--- src/rtl/stis_pkg.sv ---
// shared types and constants for the sorted table insert and search block
// used by the controller, the datapath and the top level
`timescale 1ns / 1ps

package stis_pkg;

  localparam int OPCODE_W = 2;
  localparam int ITEM_W   = 16;
  localparam int STATUS_W = 3;
  localparam int HIT_W    = 4;
  localparam int PROBE_W  = 3;
  localparam int STORED_W = 5;

  localparam logic [OPCODE_W-1:0] OP_INSERT = 2'd0;
  localparam logic [OPCODE_W-1:0] OP_SEARCH = 2'd1;
  localparam logic [OPCODE_W-1:0] OP_CLEAR  = 2'd2;

  localparam logic [STATUS_W-1:0] ST_INSERTED  = 3'd0;
  localparam logic [STATUS_W-1:0] ST_DUPLICATE = 3'd1;
  localparam logic [STATUS_W-1:0] ST_FULL      = 3'd2;
  localparam logic [STATUS_W-1:0] ST_FOUND     = 3'd3;
  localparam logic [STATUS_W-1:0] ST_NOT_FOUND = 3'd4;
  localparam logic [STATUS_W-1:0] ST_CLEARED   = 3'd5;

  typedef struct packed {
    logic                latch_item;
    logic                clear_cnt;
    logic                probe_rd;
    logic                probe_step;
    logic                shift_init;
    logic                shift_step;
    logic                inc_cnt;
    logic                load_out;
    logic [STATUS_W-1:0] out_status;
  } cmd_t;

  typedef struct packed {
    logic range_empty;
    logic hit;
    logic full;
    logic shift_done;
    logic out_busy;
  } sts_t;

endpackage

--- src/rtl/sorted_table_insert_and_search.sv ---
// top level of the sorted table insert and search block
// instantiates stis_controller and stis_datapath, uses stis_pkg
`timescale 1ns / 1ps

// Keeps up to TABLE_DEPTH unique values in ascending order in a simple dual-port
// style memory (one write, one registered read per cycle). Every insert or search
// request runs a binary search first, each probe a memory read, then a compare.
// An insert that misses, into a table that is not full, adds the shift: after the
// search it walks down from the top entry, moving one entry per cycle. Only one
// request is in progress at a time; the next request is taken as soon as the
// controller is idle, even while the previous result still waits in the output
// register.
module sorted_table_insert_and_search import stis_pkg::*; #(
  parameter int TABLE_DEPTH = 16,
  parameter int VALUE_WIDTH = 16
) (
  input  logic        clk,
  input  logic        rst,
  input  logic        s_tvalid,
  output logic        s_tready,
  input  logic [15:0] s_tdata,   // item_value[15:0]
  input  logic [1:0]  s_tuser,   // opcode[1:0]
  output logic        m_tvalid,
  input  logic        m_tready,
  output logic [15:0] m_tdata,   // hit_index[3:0], probe_count[6:4], stored_count[11:7], zero
  output logic [2:0]  m_tuser    // status[2:0]
);

  cmd_t                cmd;
  sts_t                sts;
  logic [STATUS_W-1:0] out_status;
  logic [HIT_W-1:0]    out_hit;
  logic [PROBE_W-1:0]  out_probes;
  logic [STORED_W-1:0] out_stored;

  stis_controller u_ctrl (
    .clk      (clk),
    .rst      (rst),
    .in_valid (s_tvalid),
    .opcode   (s_tuser),
    .in_ready (s_tready),
    .sts      (sts),
    .cmd      (cmd)
  );

  stis_datapath #(
    .TABLE_DEPTH (TABLE_DEPTH),
    .VALUE_WIDTH (VALUE_WIDTH)
  ) u_dp (
    .clk        (clk),
    .rst        (rst),
    .item_value (s_tdata),
    .cmd        (cmd),
    .sts        (sts),
    .out_ready  (m_tready),
    .out_valid  (m_tvalid),
    .out_status (out_status),
    .out_hit    (out_hit),
    .out_probes (out_probes),
    .out_stored (out_stored)
  );

  assign m_tuser = out_status;
  assign m_tdata = {4'b0000, out_stored, out_probes, out_hit};

endmodule

--- src/rtl/stis_datapath.sv ---
// datapath: table memory, search bounds, shift pointer, entry count, result register
// depends on stis_pkg
`timescale 1ns / 1ps

module stis_datapath import stis_pkg::*; #(
  parameter int TABLE_DEPTH = 16,
  parameter int VALUE_WIDTH = 16
) (
  input  logic                clk,
  input  logic                rst,
  input  logic [ITEM_W-1:0]   item_value,
  input  cmd_t                cmd,
  output sts_t                sts,
  input  logic                out_ready,
  output logic                out_valid,
  output logic [STATUS_W-1:0] out_status,
  output logic [HIT_W-1:0]    out_hit,
  output logic [PROBE_W-1:0]  out_probes,
  output logic [STORED_W-1:0] out_stored
);

  localparam int AW = $clog2(TABLE_DEPTH);
  localparam int CW = $clog2(TABLE_DEPTH + 1);
  localparam int MW = AW + 1;

  logic [VALUE_WIDTH-1:0] mem [TABLE_DEPTH];
  logic [VALUE_WIDTH-1:0] rdata;
  logic [VALUE_WIDTH-1:0] val;
  logic [VALUE_WIDTH-1:0] val_in;
  logic [CW-1:0]          lo;
  logic [CW-1:0]          hi;
  logic [AW-1:0]          mid;
  logic [AW-1:0]          mid_next;
  logic [MW-1:0]          misses;
  logic [AW-1:0]          pos;
  logic [CW-1:0]          count;
  logic [CW-1:0]          count_m1;
  logic [CW:0]            mid_sum;
  logic [AW-1:0]          rd_addr;
  logic                   wr_en;
  logic [VALUE_WIDTH-1:0] wr_data;
  logic                   val_gt;

  assign val_in   = VALUE_WIDTH'(item_value);
  // hi is exclusive, so the inclusive upper bound is hi - 1
  assign mid_sum  = {1'b0, lo} + {1'b0, hi} - (CW+1)'(1);
  assign mid_next = AW'(mid_sum >> 1);
  assign count_m1 = count - CW'(1);
  assign val_gt   = val > rdata;

  always_comb begin
    if (cmd.shift_init) begin
      rd_addr = count_m1[AW-1:0];
    end else if (cmd.shift_step) begin
      rd_addr = pos - AW'(2);
    end else begin
      rd_addr = mid_next;
    end
  end

  assign sts.range_empty = lo >= hi;
  assign sts.hit         = rdata == val;
  assign sts.full        = count == CW'(TABLE_DEPTH);
  assign sts.shift_done  = (pos == '0) || !(rdata > val);
  assign sts.out_busy    = out_valid && !out_ready;

  assign wr_en   = cmd.shift_step;
  assign wr_data = sts.shift_done ? val : rdata;

  always_ff @(posedge clk) begin
    if (wr_en) begin
      mem[pos] <= wr_data;
    end
    rdata <= mem[rd_addr];
  end

  always_ff @(posedge clk) begin
    if (cmd.latch_item) begin
      val    <= val_in;
      lo     <= '0;
      hi     <= count;
      misses <= '0;
    end
    if (cmd.probe_rd) begin
      mid <= mid_next;
    end
    if (cmd.probe_step) begin
      misses <= misses + MW'(1);
      if (val_gt) begin
        lo <= CW'(mid) + CW'(1);
      end else begin
        hi <= CW'(mid);
      end
    end
    if (cmd.shift_init) begin
      pos <= count[AW-1:0];
    end else if (cmd.shift_step && !sts.shift_done) begin
      pos <= pos - AW'(1);
    end
  end

  always_ff @(posedge clk) begin
    if (rst) begin
      count <= '0;
    end else if (cmd.clear_cnt) begin
      count <= '0;
    end else if (cmd.inc_cnt) begin
      count <= count + CW'(1);
    end
  end

  always_ff @(posedge clk) begin
    if (rst) begin
      out_valid <= 1'b0;
    end else if (cmd.load_out) begin
      out_valid <= 1'b1;
    end else if (out_ready) begin
      out_valid <= 1'b0;
    end
  end

  always_ff @(posedge clk) begin
    if (cmd.load_out) begin
      out_status <= cmd.out_status;
      out_hit    <= (cmd.out_status == ST_FOUND) ? HIT_W'(mid) : '0;
      out_probes <= (cmd.out_status == ST_FOUND || cmd.out_status == ST_NOT_FOUND) ?
                    PROBE_W'(misses) : '0;
      out_stored <= STORED_W'(count);
    end
  end

  a_count_bound: assert property (@(posedge clk) disable iff (rst)
    count <= CW'(TABLE_DEPTH))
    else $error("entry count above table depth");

  a_count_inc: assert property (@(posedge clk) disable iff (rst)
    cmd.inc_cnt |=> count == $past(count) + CW'(1))
    else $error("entry count did not advance after insert");

  a_shift_walk: assert property (@(posedge clk) disable iff (rst)
    cmd.shift_step && !sts.shift_done |=> pos == $past(pos) - AW'(1))
    else $error("shift pointer did not step down");

endmodule

--- src/rtl/stis_controller.sv ---
// controller: sequences binary search probes, the insertion shift and result hand-off
// depends on stis_pkg
`timescale 1ns / 1ps

module stis_controller import stis_pkg::*; (
  input  logic                clk,
  input  logic                rst,
  input  logic                in_valid,
  input  logic [OPCODE_W-1:0] opcode,
  output logic                in_ready,
  input  sts_t                sts,
  output cmd_t                cmd
);

  localparam logic [2:0] S_IDLE  = 3'd0;
  localparam logic [2:0] S_PROBE = 3'd1;
  localparam logic [2:0] S_CMP   = 3'd2;
  localparam logic [2:0] S_SHIFT = 3'd3;
  localparam logic [2:0] S_FIN   = 3'd4;

  logic [2:0]          state;
  logic [2:0]          state_next;
  logic [OPCODE_W-1:0] op;
  logic [OPCODE_W-1:0] op_next;
  logic [STATUS_W-1:0] res;
  logic [STATUS_W-1:0] res_next;

  always_comb begin
    state_next = state;
    op_next    = op;
    res_next   = res;
    in_ready   = 1'b0;
    cmd        = '0;
    case (state)
      S_IDLE: begin
        in_ready = 1'b1;
        if (in_valid) begin
          cmd.latch_item = 1'b1;
          op_next        = opcode;
          case (opcode)
            OP_CLEAR: begin
              cmd.clear_cnt = 1'b1;
              res_next      = ST_CLEARED;
              state_next    = S_FIN;
            end
            OP_INSERT, OP_SEARCH: begin
              state_next = S_PROBE;
            end
            default: begin
              // unused opcode is dropped without a result
              state_next = S_IDLE;
            end
          endcase
        end
      end
      S_PROBE: begin
        if (sts.range_empty) begin
          if (op == OP_SEARCH) begin
            res_next   = ST_NOT_FOUND;
            state_next = S_FIN;
          end else if (sts.full) begin
            res_next   = ST_FULL;
            state_next = S_FIN;
          end else begin
            cmd.shift_init = 1'b1;
            state_next     = S_SHIFT;
          end
        end else begin
          cmd.probe_rd = 1'b1;
          state_next   = S_CMP;
        end
      end
      S_CMP: begin
        if (sts.hit) begin
          res_next   = (op == OP_SEARCH) ? ST_FOUND : ST_DUPLICATE;
          state_next = S_FIN;
        end else begin
          cmd.probe_step = 1'b1;
          state_next     = S_PROBE;
        end
      end
      S_SHIFT: begin
        cmd.shift_step = 1'b1;
        if (sts.shift_done) begin
          cmd.inc_cnt = 1'b1;
          res_next    = ST_INSERTED;
          state_next  = S_FIN;
        end
      end
      S_FIN: begin
        if (!sts.out_busy) begin
          cmd.load_out = 1'b1;
          state_next   = S_IDLE;
        end
      end
      default: begin
        state_next = S_IDLE;
      end
    endcase
    cmd.out_status = res;
  end

  always_ff @(posedge clk) begin
    if (rst) begin
      state <= S_IDLE;
    end else begin
      state <= state_next;
    end
  end

  always_ff @(posedge clk) begin
    op  <= op_next;
    res <= res_next;
  end

  a_no_overwrite: assert property (@(posedge clk) disable iff (rst)
    cmd.load_out |-> !sts.out_busy)
    else $error("result loaded over a pending result");

  a_shift_insert_only: assert property (@(posedge clk) disable iff (rst)
    state == S_SHIFT |-> op == OP_INSERT)
    else $error("shift entered for a non-insert request");

  a_state_legal: assert property (@(posedge clk) disable iff (rst)
    state <= S_FIN)
    else $error("controller state out of range");

endmodule

--- config.mk ---
export PLATFORM = sky130hd
export DESIGN_NAME = sorted_table_insert_and_search
export DESIGN_NICKNAME = d
export VERILOG_FILES = /design/src/rtl/stis_pkg.sv /design/src/rtl/sorted_table_insert_and_search.sv /design/src/rtl/stis_datapath.sv /design/src/rtl/stis_controller.sv
export SDC_FILE = /design/constraint.sdc
export NUM_CORES = 1
export LEC_CHECK = 0
export BUFFER_PORTS_ARGS = -buffer_cell sky130_fd_sc_hd__buf_4
export CORE_UTILIZATION = 65
export CTS_CLUSTER_DIAMETER = 200
export DETAILED_ROUTE_END_ITERATION = 8
export HOLD_SLACK_MARGIN = 0.12
export PLACE_DENSITY = 0.83
export SLEW_MARGIN = 20
export SYNTH_ARGS = -nofsm -noshare
export SYNTH_HDL_FRONTEND = slang
export SYNTH_HIERARCHICAL = 1
export SYNTH_SLANG_ARGS = --single-unit
--- constraint.sdc ---
create_clock -name clk -period 8.2 [get_ports clk]
set_input_delay 0 -clock clk [delete_from_list [all_inputs] [get_ports clk]]
set_output_delay 0 -clock clk [all_outputs]
set_load 0.01 [all_outputs]
==> out/qor.yml <==
end_kind: "register"
cts-htree-levels: 2
drt.antenna.violating_nets: 0
port-buffer-count: 38
worst_hold_path_cell_count: 2
layout-area-overhead-vs-synth_pct: 11.9
cp-start-kind: "register"
placeableCoreArea_um2: 23500
synth_top_family_by_area: "compound AO/OA/AOI/OAI gates"
setup.reg_to_reg.worst_slack_ns: 3.69
wl_per_cell_um: 28.2
final.setup_skew_ns: 0.0131
cts_root_buf: "sky130_fd_sc_hd__clkbuf_16"
ys.warnings.count: 6
num_vias: 10700
ys_dominant_reg_cell: "sky130_fd_sc_hd__edfxtp_1"
async_set_reset_flop_share_out_of_synthesis_pct: 0
wirelength_um: 42000
synthCells: 1116
max-cap-violations: 0
rows: 56
post_route_cells_drive_above_1_share_pct: 16.0
netlist.area_leader.share_pct: 58.3
yosys.area_share.simple_pct: 4.24
grt_usage_pct: 34.7
length_of_the_first_detailed_routing_pass_in_iterations: 5
worst_slew_margin_rel_pct: 15.8
synth_common_cells: "sky130_fd_sc_hd__edfxtp_1 (303), sky130_fd_sc_hd__o211ai_1 (194), sky130_fd_sc_hd__a211oi_1 (64)"
clk_latency_ns: 0.52
die-width_um: 157
detail_route.drc_violations: 0
crit_path_max_fanout: 212
synth-seq-area-share_pct: 62.8
synth_compound_gate_area_share_pct: 18.5
worst_setup_path_startpoint: "u_dp/lo[1]"
die-area_um2: 24600
synth_top_cell_by_area: "sky130_fd_sc_hd__edfxtp_1"
actual_slew_at_the_worst_max_slew_pin_ns: 1.26
tritoncts_num_sinks: 338
finalSetupViolations: 0
synthMostInstantiatedCell: "sky130_fd_sc_hd__edfxtp_1"
maximum_count_of_clock_buffers_along_a_single_path: 3
synth-edff-count: 303
synth_cell_types: 67
post_synth_instance_area_um2: 15600
post_synth_fa_ha_maj_area_fraction_pct: 3.26
slew_viol_final: 0
detailed_placement_hpwl_um: 21700
synth.avg_cell_area_um2: 14.0
synthXorXnorAreaFrac_pct: 0.891
worst-setup-path-type: "reg -> reg"
outcome: "complete, no violations"
total_leakage_power_nw: 5.71
min_path_type: "in -> reg"
layout_worst_path_cycle_share_pct: 55.1
avgViaCountPerCell: 7.17
critical_path.slowest_cell: "sky130_fd_sc_hd__buf_12"
slowest_delay_ns: 0.56
cts_made_buffers: 35
grt_pass1_vias: 10600
vdd.ir_drop.worst_v: 0.000210
yosys-top-cells-area: "sky130_fd_sc_hd__edfxtp_1 (58%), sky130_fd_sc_hd__o211ai_1 (9.3%), sky130_fd_sc_hd__dfxtp_1 (4.5%)"
post_cts_buffers: 0
initial_detailed_routing_violation_count: 1392
timing.critical_path.required_ns: 8.56
num_antenna_cells: 0
fin_crit_ns: 4.51
layout.core_utilization_pct: 74.3
die_h_um: 157
r2r-start: "u_dp/lo[1]"
critical_path_depth: 15
worst_setup_hold_path_clk_slew_ns: 0.07
grt_start_max_net_pins: 213
r2r.worst_path.cells: 15
critical_path.endpoint: "u_dp/rdata[3]"
finish.net_count: 1206
cellPowerDensity_nw_per_um2: 317
start_util_pct: 66.4
n_fill_cell: 1427
tritoncts_clock_tree: "done"
grt.overflow.total: 0
postSynthRegisterBits: 338
routabilityCongestion: 0.823
timing_hold_violations_final: 0
floorplan.io_pins: 43
clock.fmax_ghz: 0.222
tns_ns: 0
synthMuxAreaShare_pct: 5.86
grt_pass1_wl_um: 62800
rsz0062_at_grt: "false"
worst_r2r_endpoint: "u_dp/rdata[3]"
path_buf_inv: 3
cp.arrival_ns: 4.88
antenna_found_initial: 1
cpLargestDelayFamily: "compound AO/OA/AOI/OAI gates"
path_cells: "inv_1, ha_1, a21oi_1, o21ai_0, a21oi_1, o21ai_0, nand2b_1, nor4b_4, buf_12, nand2b_4, o21ai_4, buf_16, mux2_2, a2111oi_0, mux2i_1"
how the worst min path moves through the flow:
stage	endpoint	startpoint	slack, ns
finish	u_dp/val[1]	s_tdata[1]	0.20
global route	u_dp/val[4]	s_tdata[4]	0.21
CTS	u_dp/val[7]	s_tdata[7]	0.20
detailed placement	u_dp/val[12]	s_tdata[12]	0.18
global placement	u_dp/val[11]	s_tdata[11]	0.18
floorplan	u_ctrl/state[1]	rst	0.07
cells in the final DEF (no fill, tap or decap), types with 7 or more instances in the layout:
cell                            count
sky130_fd_sc_hd__edfxtp_1         303
sky130_fd_sc_hd__o211ai_1         194
sky130_fd_sc_hd__buf_4             69
sky130_fd_sc_hd__a211oi_1          64
sky130_fd_sc_hd__inv_1             46
sky130_fd_sc_hd__ha_1              39
sky130_fd_sc_hd__clkbuf_16         35
sky130_fd_sc_hd__dfxtp_1           35
sky130_fd_sc_hd__a22oi_1           33
sky130_fd_sc_hd__nand2_1           25
sky130_fd_sc_hd__mux2i_1           25
sky130_fd_sc_hd__mux2_1            24
sky130_fd_sc_hd__a2111oi_0         22
sky130_fd_sc_hd__dlygate4sd3_1     21
sky130_fd_sc_hd__mux2_2            21
sky130_fd_sc_hd__nor2_1            17
sky130_fd_sc_hd__a21oi_1           13
sky130_fd_sc_hd__nor2b_1           12
sky130_fd_sc_hd__o21ai_0           12
sky130_fd_sc_hd__clkinv_2          10
sky130_fd_sc_hd__mux2_4             9
sky130_fd_sc_hd__and2_1             8
sky130_fd_sc_hd__nor3_1             8
sky130_fd_sc_hd__and3_1             8
sky130_fd_sc_hd__xnor2_1            8
sky130_fd_sc_hd__nor2_2             7
per-layer routing:
metal	part of all wire (%)	vias up	global-route usage, %	wire length, um
li1	-	4521	-	-
met1	36	5229	43.6	15000
met2	47	719	56.2	19900
met3	11	187	6.69	4430
met4	6.1	0	21.2	2570
met5	0	-	0	0
logic make-up (layout without fill, tap and decap cells):
family | Yosys count | after routing
other | 1 | 4
and+or+nand+nor | 121 | 121
adders and majority gates | 40 | 40
buffers and inverters | 150 | 199
xor gates and xnor gates | 15 | 15
muxes | 80 | 80
DFF | 338 | 338
AOI/OAI and AO/OA | 371 | 371
per-stage QoR:
stage / hold WS (ns) / cell area [um^2] / setup WS [ns] / cells / power, W
after CTS: 0.199 / 17400 / 3.58 / 1486 / 0.00545
after detailed placement: 0.179 / 16100 / 3.65 / 1404 / 0.00386
after floorplan: 0.0691 / 15600 / 5.13 / 1119 / 0.00345
after global routing: 0.211 / 17400 / 3.29 / 1487 / 0.00569
after global placement: 0.178 / 16100 / 3.92 / 1404 / 0.00379
final: 0.199 / 17400 / 3.69 / 1487 / 0.00553
final cells by class:
cell class                      count  area, um^2  share of cell area (%)
Clock inverter                     18         190                    1.09
Inverter                           46         173                   0.990
Tap cell                          319         399                    2.29
Timing Repair Buffer               92         776                    4.45
Clock buffer                       43         936                    5.36
Sequential cell                   338        9800                    56.2
Multi-Input combinational cell    631        5170                    29.7
state kept, by name (all words and copies together), names as in the netlist:
name and count:
u_dp/out_stored 5, u_dp/lo 5, u_dp/mid 4, u_dp/out_valid 1
u_dp/val 16, u_dp/misses 3, u_dp/mem 256, u_dp/out_probes 3
u_dp/out_status 3, u_ctrl/op 2, u_dp/count 5, u_dp/out_hit 4
u_ctrl/state 3, u_dp/pos 4, u_dp/hi 5, u_ctrl/res 3
u_dp/rdata 16
repair_timing:
action / in CTS / in global routing
hold buffers: 21 / 0
resized for setup: 0 / 0
endpoints found under the hold margin: 27 / 0
where the power goes:
group / internal (W) / switching (W)
clock network: 0.000937 / 0.000652
registers: 0.00218 / 0.0000644
logic: 0.000594 / 0.00110
Note: power is estimated with default switching activity, not from simulation.
